[config.mk]
export PLATFORM = sky130hd
export DESIGN_NAME = combined_lcg_shuffle_rng
export DESIGN_NICKNAME = d
export VERILOG_FILES = /design/src/sv/clsrng_pkg.sv /design/src/sv/clsrng_mulmod.sv /design/src/sv/clsrng_slot.sv /design/src/sv/combined_lcg_shuffle_rng.sv
export VERILOG_INCLUDE_DIRS = /design/src /design/src/sv
export SDC_FILE = /design/constraint.sdc
export NUM_CORES = 2
export LEC_CHECK = 0
export ABC_AREA = 1
export BUFFER_PORTS_ARGS = -buffer_cell sky130_fd_sc_hd__buf_2
export CAP_MARGIN = 15
export CORE_ASPECT_RATIO = 0.8
export CORE_MARGIN = 2
export CORE_UTILIZATION = 45
export CTS_CLUSTER_SIZE = 8
export DETAILED_ROUTE_END_ITERATION = 10
export GPL_TIMING_DRIVEN = 0
export SLEW_MARGIN = 20
export SYNTH_ARGS = -nofsm -noshare
export SYNTH_HDL_FRONTEND = slang
export SYNTH_SLANG_ARGS = --single-unit
[constraint.sdc]
create_clock -name clk -period 8.6 [get_ports clk]
set_input_delay 0.43 -clock clk [delete_from_list [all_inputs] [get_ports clk]]
set_output_delay 0.43 -clock clk [all_outputs]
set_load 0.02 [all_outputs]
[src/sv/assert_macros.svh]
// assertion helpers shared by the rtl
`ifndef ASSERT_MACROS_SVH
`define ASSERT_MACROS_SVH

// same-cycle implication, held off while in reset
`define ASSERT_IMP(lbl, clk, rst_n, ante, cons, msg) \
	lbl: assert property (@(posedge clk) disable iff (!rst_n) (ante) |-> (cons)) else $error(msg);

// next-cycle implication, held off while in reset
`define ASSERT_NXT(lbl, clk, rst_n, ante, cons, msg) \
	lbl: assert property (@(posedge clk) disable iff (!rst_n) (ante) |=> (cons)) else $error(msg);

`endif

[src/sv/clsrng_pkg.sv]
package clsrng_pkg;

	typedef logic [30:0] word_t;

	// moduli are 2^31 minus a small fold constant
	localparam logic [31:0] MOD_ONE  = 32'd2147483563;
	localparam logic [31:0] MOD_TWO  = 32'd2147483399;
	localparam logic [7:0]  FOLD_ONE = 8'd85;
	localparam logic [7:0]  FOLD_TWO = 8'd249;
	localparam logic [15:0] MUL_ONE  = 16'd40014;
	localparam logic [15:0] MUL_TWO  = 16'd40692;

	localparam word_t GEN_ONE_RESET = 31'd1;
	localparam word_t GEN_TWO_RESET = 31'd123456789;
	localparam logic signed [32:0] WRAP_ADD = 33'sd2147483562;

	// generator select codes
	localparam logic GEN_SEL_ONE = 1'b0;
	localparam logic GEN_SEL_TWO = 1'b1;

	// warm-up steps discarded before the table starts to fill
	localparam int WARM_EXTRA = 8;

	typedef struct packed {
		logic  start;
		logic  sel;
		word_t x;
	} mm_req_t;

	typedef struct packed {
		logic  valid;
		logic  sel;
		word_t res;
	} mm_rsp_t;

endpackage

[src/sv/clsrng_mulmod.sv]
`include "assert_macros.svh"

module clsrng_mulmod
	import clsrng_pkg::*;
(
	input  logic    clk,
	input  logic    arst_n,
	input  mm_req_t req,
	output mm_rsp_t rsp
);

	logic [46:0] prod_d;
	logic [46:0] prod_s1;
	logic        sel_s1;
	logic        vld_s1;
	logic [31:0] fold_d;
	logic [31:0] fold_s2;
	logic        sel_s2;
	logic        vld_s2;
	logic [15:0] mul;
	logic [7:0]  fold_c;
	logic [31:0] modulus;
	logic [31:0] reduced;

	// stage 1: x times multiplier
	always_comb begin
		mul    = (req.sel == GEN_SEL_TWO) ? MUL_TWO : MUL_ONE;
		prod_d = 47'(req.x) * 47'(mul);
	end

	// stage 2: fold the bits above 2^31 back in
	always_comb begin
		fold_c = (sel_s1 == GEN_SEL_TWO) ? FOLD_TWO : FOLD_ONE;
		fold_d = 32'(prod_s1[46:31]) * 32'(fold_c) + 32'(prod_s1[30:0]);
	end

	// fold stays below twice the modulus, one subtract finishes it
	always_comb begin
		modulus   = (sel_s2 == GEN_SEL_TWO) ? MOD_TWO : MOD_ONE;
		reduced   = (fold_s2 >= modulus) ? (fold_s2 - modulus) : fold_s2;
		rsp.valid = vld_s2;
		rsp.sel   = sel_s2;
		rsp.res   = reduced[30:0];
	end

	always_ff @(posedge clk or negedge arst_n) begin
		if (!arst_n) begin
			vld_s1 <= 1'b0;
			vld_s2 <= 1'b0;
		end else begin
			vld_s1 <= req.start;
			vld_s2 <= vld_s1;
		end
	end

	always_ff @(posedge clk) begin
		prod_s1 <= prod_d;
		sel_s1  <= req.sel;
		fold_s2 <= fold_d;
		sel_s2  <= sel_s1;
	end

	`ASSERT_IMP(a_res_below_mod_one, clk, arst_n, rsp.valid && (rsp.sel == GEN_SEL_ONE), 32'(rsp.res) < MOD_ONE, "generator one result not reduced")
	`ASSERT_IMP(a_res_below_mod_two, clk, arst_n, rsp.valid && (rsp.sel == GEN_SEL_TWO), 32'(rsp.res) < MOD_TWO, "generator two result not reduced")

endmodule

[src/sv/clsrng_slot.sv]
module clsrng_slot
	import clsrng_pkg::*;
#(
	parameter int TABLE_SIZE = 32
)
(
	input  logic                          clk,
	input  logic                          arst_n,
	input  logic                          start,
	input  word_t                         x,
	output logic                          vld,
	output logic [$clog2(TABLE_SIZE)-1:0] slot
);

	localparam longint unsigned DIV   = 64'd1 + 64'd2147483562 / 64'(TABLE_SIZE);
	localparam int              RSH   = 37;
	localparam longint unsigned RECIP = (64'd1 << RSH) / DIV;
	localparam int              RW    = $clog2(RECIP + 1);
	localparam int              PW    = 31 + RW;
	localparam int              QW    = $clog2(TABLE_SIZE + 1);
	localparam int              IW    = $clog2(TABLE_SIZE);

	logic [PW-1:0] prod_d;
	logic [PW-1:0] prod_s1;
	word_t         x_s1;
	logic          vld_s1;
	logic [QW-1:0] q_est;
	logic [31:0]   qd_d;
	logic [QW-1:0] q_s2;
	logic [31:0]   qd_s2;
	word_t         x_s2;
	logic          vld_s2;
	logic          bump;
	logic [QW-1:0] q_fix;

	// reciprocal estimate, never above the true quotient and at most one below
	always_comb begin
		prod_d = PW'(x) * PW'(RECIP[RW-1:0]);
		q_est  = QW'(prod_s1 >> RSH);
		qd_d   = 32'(q_est) * 32'(DIV[30:0]);
	end

	// one correction step, then clamp to the top slot
	always_comb begin
		bump  = (32'(x_s2) >= (qd_s2 + 32'(DIV[30:0])));
		q_fix = q_s2 + QW'(bump);
		slot  = (q_fix >= QW'(TABLE_SIZE)) ? IW'(TABLE_SIZE - 1) : q_fix[IW-1:0];
		vld   = vld_s2;
	end

	always_ff @(posedge clk or negedge arst_n) begin
		if (!arst_n) begin
			vld_s1 <= 1'b0;
			vld_s2 <= 1'b0;
		end else begin
			vld_s1 <= start;
			vld_s2 <= vld_s1;
		end
	end

	always_ff @(posedge clk) begin
		prod_s1 <= prod_d;
		x_s1    <= x;
		q_s2    <= q_est;
		qd_s2   <= qd_d;
		x_s2    <= x_s1;
	end

endmodule

[src/sv/combined_lcg_shuffle_rng.sv]
// channel  | handshake            | payload
// ---------+----------------------+----------------------------
// input    | in_valid / in_stall  | cmd (1), seed_value (31)
// output   | out_valid / out_stall| deviate (31)
//
// a draw beat steps through DRAW_A to DRAW_E and back to idle before the next input beat can be taken
// a reseed beat runs TABLE_SIZE + 8 warm-up steps and then a draw: each warm-up step waits for
// the two-stage shared modular multiplier before the next step can issue
// reset gives an unseeded start: generators 1 and 123456789, table zero via valid bits
// the output register only holds the block under stall once a second result is ready

`include "assert_macros.svh"

module combined_lcg_shuffle_rng
	import clsrng_pkg::*;
#(
	parameter int TABLE_SIZE = 32
)
(
	input  logic        clk,
	input  logic        arst_n,
	input  logic        in_valid,
	output logic        in_stall,
	input  logic        cmd,
	input  logic [30:0] seed_value,
	output logic        out_valid,
	input  logic        out_stall,
	output logic [30:0] deviate
);

	localparam int IW = $clog2(TABLE_SIZE);
	localparam int SW = $clog2(TABLE_SIZE + WARM_EXTRA);

	// sequencer states
	localparam logic [2:0] ST_IDLE       = 3'd0;
	localparam logic [2:0] ST_WARM_ISSUE = 3'd1;
	localparam logic [2:0] ST_WARM_WAIT  = 3'd2;
	localparam logic [2:0] ST_DRAW_A     = 3'd3;
	localparam logic [2:0] ST_DRAW_B     = 3'd4;
	localparam logic [2:0] ST_DRAW_C     = 3'd5;
	localparam logic [2:0] ST_DRAW_D     = 3'd6;
	localparam logic [2:0] ST_DRAW_E     = 3'd7;

	logic [2:0]            state_q;
	word_t                 first_gen_q;
	word_t                 second_gen_q;
	word_t                 last_out_q;
	logic [SW-1:0]         step_q;
	logic [IW-1:0]         slot_q;
	word_t                 rd_q;
	logic                  rd_vld_q;
	logic [TABLE_SIZE-1:0] tbl_vld_q;
	word_t                 shuf_mem [TABLE_SIZE];
	logic                  out_valid_q;
	word_t                 deviate_q;

	mm_req_t               mm_req;
	mm_rsp_t               mm_rsp;
	logic                  slot_vld;
	logic [IW-1:0]         slot_idx;

	logic                  in_take;
	word_t                 seed_fix;
	logic                  warm_fill;
	logic                  wr_en;
	logic [IW-1:0]         wr_addr;
	word_t                 wr_data;
	word_t                 rd_word;
	logic signed [32:0]    diff;
	logic signed [32:0]    wrapped;
	word_t                 dev_next;
	logic                  out_load;

	// shared modular multiplier, serves both generators
	clsrng_mulmod u_mulmod (
		.clk    (clk),
		.arst_n (arst_n),
		.req    (mm_req),
		.rsp    (mm_rsp)
	);

	// slot picker runs alongside the two generator steps of a draw
	clsrng_slot #(
		.TABLE_SIZE (TABLE_SIZE)
	) u_slot (
		.clk    (clk),
		.arst_n (arst_n),
		.start  (state_q == ST_DRAW_A),
		.x      (last_out_q),
		.vld    (slot_vld),
		.slot   (slot_idx)
	);

	assign in_stall  = (state_q != ST_IDLE);
	assign in_take   = in_valid && !in_stall;
	assign seed_fix  = (seed_value == '0) ? 31'd1 : seed_value;
	assign out_valid = out_valid_q;
	assign deviate   = deviate_q;

	// multiplier requests: generator one while warming and first in a draw, then two
	always_comb begin
		mm_req.start = 1'b0;
		mm_req.sel   = GEN_SEL_ONE;
		mm_req.x     = first_gen_q;
		unique case (state_q) inside
			ST_WARM_ISSUE, ST_DRAW_A: begin
				mm_req.start = 1'b1;
			end
			ST_DRAW_B: begin
				mm_req.start = 1'b1;
				mm_req.sel   = GEN_SEL_TWO;
				mm_req.x     = second_gen_q;
			end
			default: begin
				mm_req.start = 1'b0;
			end
		endcase
	end

	// table write: warm-up fills from the top slot down, a draw refills its slot
	always_comb begin
		warm_fill = (state_q == ST_WARM_WAIT) && mm_rsp.valid
			&& (step_q < SW'(TABLE_SIZE));
		wr_en     = warm_fill || (state_q == ST_DRAW_D);
		wr_addr   = (state_q == ST_DRAW_D) ? slot_q : step_q[IW-1:0];
		wr_data   = (state_q == ST_DRAW_D) ? first_gen_q : mm_rsp.res;
	end

	// slot minus generator two, wrapped back into range when below one
	always_comb begin
		rd_word  = rd_vld_q ? rd_q : '0;
		diff     = $signed({2'b00, rd_word}) - $signed({2'b00, second_gen_q});
		wrapped  = (diff < 33'sd1) ? (diff + WRAP_ADD) : diff;
		dev_next = wrapped[30:0];
		out_load = (state_q == ST_DRAW_E) && (!out_valid_q || !out_stall);
	end

	always_ff @(posedge clk or negedge arst_n) begin
		if (!arst_n) begin
			state_q      <= ST_IDLE;
			first_gen_q  <= GEN_ONE_RESET;
			second_gen_q <= GEN_TWO_RESET;
			last_out_q   <= '0;
			step_q       <= '0;
			tbl_vld_q    <= '0;
			out_valid_q  <= 1'b0;
		end else begin
			if (wr_en) begin
				tbl_vld_q[wr_addr] <= 1'b1;
			end
			if (out_load) begin
				out_valid_q <= 1'b1;
			end else if (!out_stall) begin
				out_valid_q <= 1'b0;
			end
			unique case (state_q)
				ST_IDLE: begin
					if (in_take) begin
						if (cmd) begin
							first_gen_q  <= seed_fix;
							second_gen_q <= seed_fix;
							step_q       <= SW'(TABLE_SIZE + WARM_EXTRA - 1);
							state_q      <= ST_WARM_ISSUE;
						end else begin
							state_q <= ST_DRAW_A;
						end
					end
				end
				ST_WARM_ISSUE: begin
					state_q <= ST_WARM_WAIT;
				end
				ST_WARM_WAIT: begin
					if (mm_rsp.valid) begin
						first_gen_q <= mm_rsp.res;
						if (step_q == '0) begin
							// slot 0 seeds the first slot pick
							last_out_q <= mm_rsp.res;
							state_q    <= ST_DRAW_A;
						end else begin
							step_q  <= step_q - SW'(1);
							state_q <= ST_WARM_ISSUE;
						end
					end
				end
				ST_DRAW_A: begin
					state_q <= ST_DRAW_B;
				end
				ST_DRAW_B: begin
					state_q <= ST_DRAW_C;
				end
				ST_DRAW_C: begin
					first_gen_q <= mm_rsp.res;
					slot_q      <= slot_idx;
					state_q     <= ST_DRAW_D;
				end
				ST_DRAW_D: begin
					second_gen_q <= mm_rsp.res;
					state_q      <= ST_DRAW_E;
				end
				ST_DRAW_E: begin
					if (out_load) begin
						last_out_q <= dev_next;
						state_q    <= ST_IDLE;
					end
				end
				default: begin
					state_q <= ST_IDLE;
				end
			endcase
		end
	end

	// shuffle table storage, registered read
	always_ff @(posedge clk) begin
		if (wr_en) begin
			shuf_mem[wr_addr] <= wr_data;
		end
		if (state_q == ST_DRAW_C) begin
			rd_q     <= shuf_mem[slot_idx];
			rd_vld_q <= tbl_vld_q[slot_idx];
		end
	end

	always_ff @(posedge clk) begin
		if (out_load) begin
			deviate_q <= dev_next;
		end
	end

	`ASSERT_IMP(a_gen_one_on_time, clk, arst_n, state_q == ST_DRAW_C, mm_rsp.valid && (mm_rsp.sel == GEN_SEL_ONE) && slot_vld, "generator one or slot not ready for table read")
	`ASSERT_IMP(a_gen_two_on_time, clk, arst_n, state_q == ST_DRAW_D, mm_rsp.valid && (mm_rsp.sel == GEN_SEL_TWO), "generator two not ready for combine")
	`ASSERT_NXT(a_deviate_nonzero, clk, arst_n, out_load, deviate_q != '0, "deviate left the range above zero")

endmodule

==> flow_summary.json <==
{
  "synth_edf_count": 1060,
  "clock_sinks": 1366,
  "die_area_mm2": 0.172,
  "cts_buffer_depth": 3,
  "synth_xor_area_share_pct": 2.17,
  "htree_num_levels": 4,
  "postSynthAreaPerCell_um2": 9.97,
  "initial_core_util_pct": 45.5,
  "num_rows": 134,
  "synth.ff_latch_count": 1366,
  "slew_violations": 0,
  "dpl.hpwl_um": 193000,
  "die_y_um": 372,
  "drt-initial-drc-count": 6638,
  "cts_tree": "built",
  "drive_gt1_share_pct": 8.09,
  "synthCells": 7629,
  "syn_area_mm2": 0.0761,
  "crit_path_top_delay_cell": "nor2_1",
  "grt_overflow": 0,
  "yosys.area.top_type": "edfxtp_1",
  "crit_path_start_kind": "flop",
  "track_usage_pct": 28.8,
  "synth-compound-area-share_pct": 12.1,
  "hp-start": "seed_value[17]",
  "ys_top_cells_by_area": "edfxtp_1 42%, fa_1 9.2%, ha_1 6.0%",
  "rsz0062_at_grt": "yes",
  "cts-root-buf": "clkbuf_16",
  "via_per_inst": 5.59,
  "synth_top_family_by_area": "adder cells",
  "yosys-top-cells-count": "1201 x inv_1, 1060 x edfxtp_1, 921 x nand2_1, 897 x o21ai_0, 883 x nor2_1",
  "wl_per_cell_um": 24.2,
  "synth_top_area_share_pct": 41.8,
  "holdWs_ns": 0.0921,
  "maxCapViolCount": 0,
  "die_w_um": 464,
  "period_share_pct": 97.0,
  "skew_ns": 0.0771,
  "io_buffers": 68,
  "synth_cell_types": 70,
  "clk_pin_slew_ns": 0.06,
  "r2r-start": "state_q[1]$_DFFE_PN0P_",
  "grt_max_degree": 91,
  "min-delay-path-class": "in -> reg",
  "nets": 8729,
  "synth_seq_area_share_pct": 50.8,
  "grt_pass1_vias": 55200,
  "max_freq_mhz": 120,
  "slew-limit-headroom_pct": 21.1,
  "worstMarginPinSlew_ns": 1.17,
  "finalSetupViolations": 0,
  "yosys_warnings": 0,
  "critical_path_required_ns": 9.26,
  "worst_setup_path_end_kind": "flop",
  "drcViolationCount": 0,
  "ant_nets": 0,
  "synth-main-ff-cell": "edfxtp_1",
  "crit_buf_inv": 7,
  "min_period_ns": 8.34,
  "syn_nets": 8377,
  "cp.arrival_ns": 9.00,
  "async_reset_ff_share_pct": 10.0,
  "antenna_found_initial": 25,
  "slowest_delay_ns": 0.58,
  "coreArea_mm2": 0.167,
  "detailedPlace.worstSlack_ns": -0.568,
  "crit_top_cell": "inv_1",
  "hold_viol": 0,
  "synthMuxAreaShare_pct": 0.0148,
  "clk-insertion-delay-late_ns": 0.85,
  "critPathTopFamily": "adder cells",
  "startpoint": "state_q[1]$_DFFE_PN0P_",
  "syn_to_final_growth_pct": 15.2,
  "grt_pass1_wl_um": 366000,
  "routed_wl_um": 249000,
  "yosys.area_share.adder_pct": 15.2,
  "numCtsBuffers": 192,
  "gp_congestion": 0.979,
  "setup_slack_ns": 0.257,
  "vias": 57700,
  "criticalPathCategory": "reg -> reg",
  "io_pins": 69,
  "worstPathMaxFanout": 10,
  "yosys.area_share.simple_pct": 12.0,
  "firstDrtPassIters": 5,
  "status": "finished, final reports clean",
  "yosysMostFrequentCell": "inv_1"
}
-- state kept, by name, indices dropped and copies added (netlist names) --
register	flops
deviate	31
first_gen_q	31
last_out_q	31
out_valid	1
rd_q	31
rd_vld_q	1
second_gen_q	31
shuf_mem	992
slot_q	5
state_q	3
step_q	6
tbl_vld_q	32
u_mulmod.fold_s2	32
u_mulmod.prod_s1	46
u_mulmod.sel_s1	1
u_mulmod.sel_s2	1
u_mulmod.vld_s1	1
u_mulmod.vld_s2	1
u_slot.prod_s1	31
u_slot.q_s2	1
u_slot.qd_s2	27
u_slot.x_s2	30
-- logic make-up (layout without fill, tap and decap cells) --
family | after synthesis | count (layout)
simple gates | 2208 | 2208
compound gates | 1646 | 1646
buf+inv | 1507 | 1937
flops | 1366 | 1366
fa+ha+maj | 712 | 712
xor+xnor | 188 | 188
other cells | 1 | 8
mux | 1 | 1
-- per-stage QoR --
stage                     util, %  std cells  TNS [ns]  area (um2)
after floorplan                 -       7629         0       76100
after global placement       47.3       9941     -3.36       79200
after detailed placement     48.9      10000     -2.57       81900
after CTS                    52.3      10300         0       87600
after global routing         52.4      10300         0       87600
final                        52.4      10300         0       87700
-- cells in the final DEF, fill, tap and decap left out, types with 46 or more instances in the layout --
master     Yosys  routed
buf_2         65     134
fa_1         349     349
dfxtp_1      169     169
dfrtp_1      120     120
clkbuf_16      0     194
o21ai_0      897     864
o21ai_1       54      66
nor2_1       883     837
edfxtp_1    1060    1060
nand4_1       46      46
clkbuf_1     189     238
inv_1       1201    1200
buf_16         0      60
a21oi_1      297     296
xor2_1       143     140
ha_1         363     363
o22ai_1      130     130
o22a_1       116     116
nand3_1      190     189
nand2_1      921     921
-- path summary, 6_finish.rpt --
kind	end	slack, ns	cells after the start
setup reg to reg	u_mulmod.prod_s1[40]$_DFF_P_	0.26	30
max in group asynchronous	tbl_vld_q[30]$_DFFE_PN0N_	7.57	3
min in group asynchronous	out_valid$_DFFE_PN0P_	0.14	2
setup / recovery	u_mulmod.prod_s1[40]$_DFF_P_	0.26	30
hold reg to reg	u_slot.x_s2[0]$_DFF_P_	0.32	0
hold / removal	first_gen_q[17]$_DFFE_PN0P_	0.09	5
-- area by class of cell --
class                   instances  area, um2
multi-input cells            4756      32300
repair buffers                159       2480
clock inverters                19        409
well taps                    2244       2810
plain buffers                 288       1300
fillers                     15100      79700
inverters                    1218       4580
clock buffers                 253       5100
flip-flops and latches       1366      38700
diodes                          7       17.5
-- routing by layer --
layer	wire (um)	vias to the layer above	GRT usage, %
met5	27	-	0
met4	8810	4	10.5
met3	25800	364	5.87
met2	103000	2737	40.9
met1	111000	28400	43.4
li1	-	26200	-
-- repair_timing --
item	4_1_cts	5_1_grt
hold buffers	12	0
resized for setup	7	37
endpoints found under the hold margin	98	0
setup endpoints to repair	10	26
setup buffers	0	0
pin swaps	0	1
-- worst reg2reg max path, delay by kind of cell, from the launching register on --
family / cells / cell delay, ns
buffers and inverters: 7 / 0.99
XOR/XNOR: 1 / 0.40
AND/OR/NAND/NOR: 11 / 2.58
flip-flops: 1 / 0.44
AO/OA/AOI/OAI: 4 / 1.12
adder cells (fa/ha/maj): 7 / 2.66
Power is not shown: default switching activity piles up to over one toggle a cycle in this logic, so the estimate is an artifact.
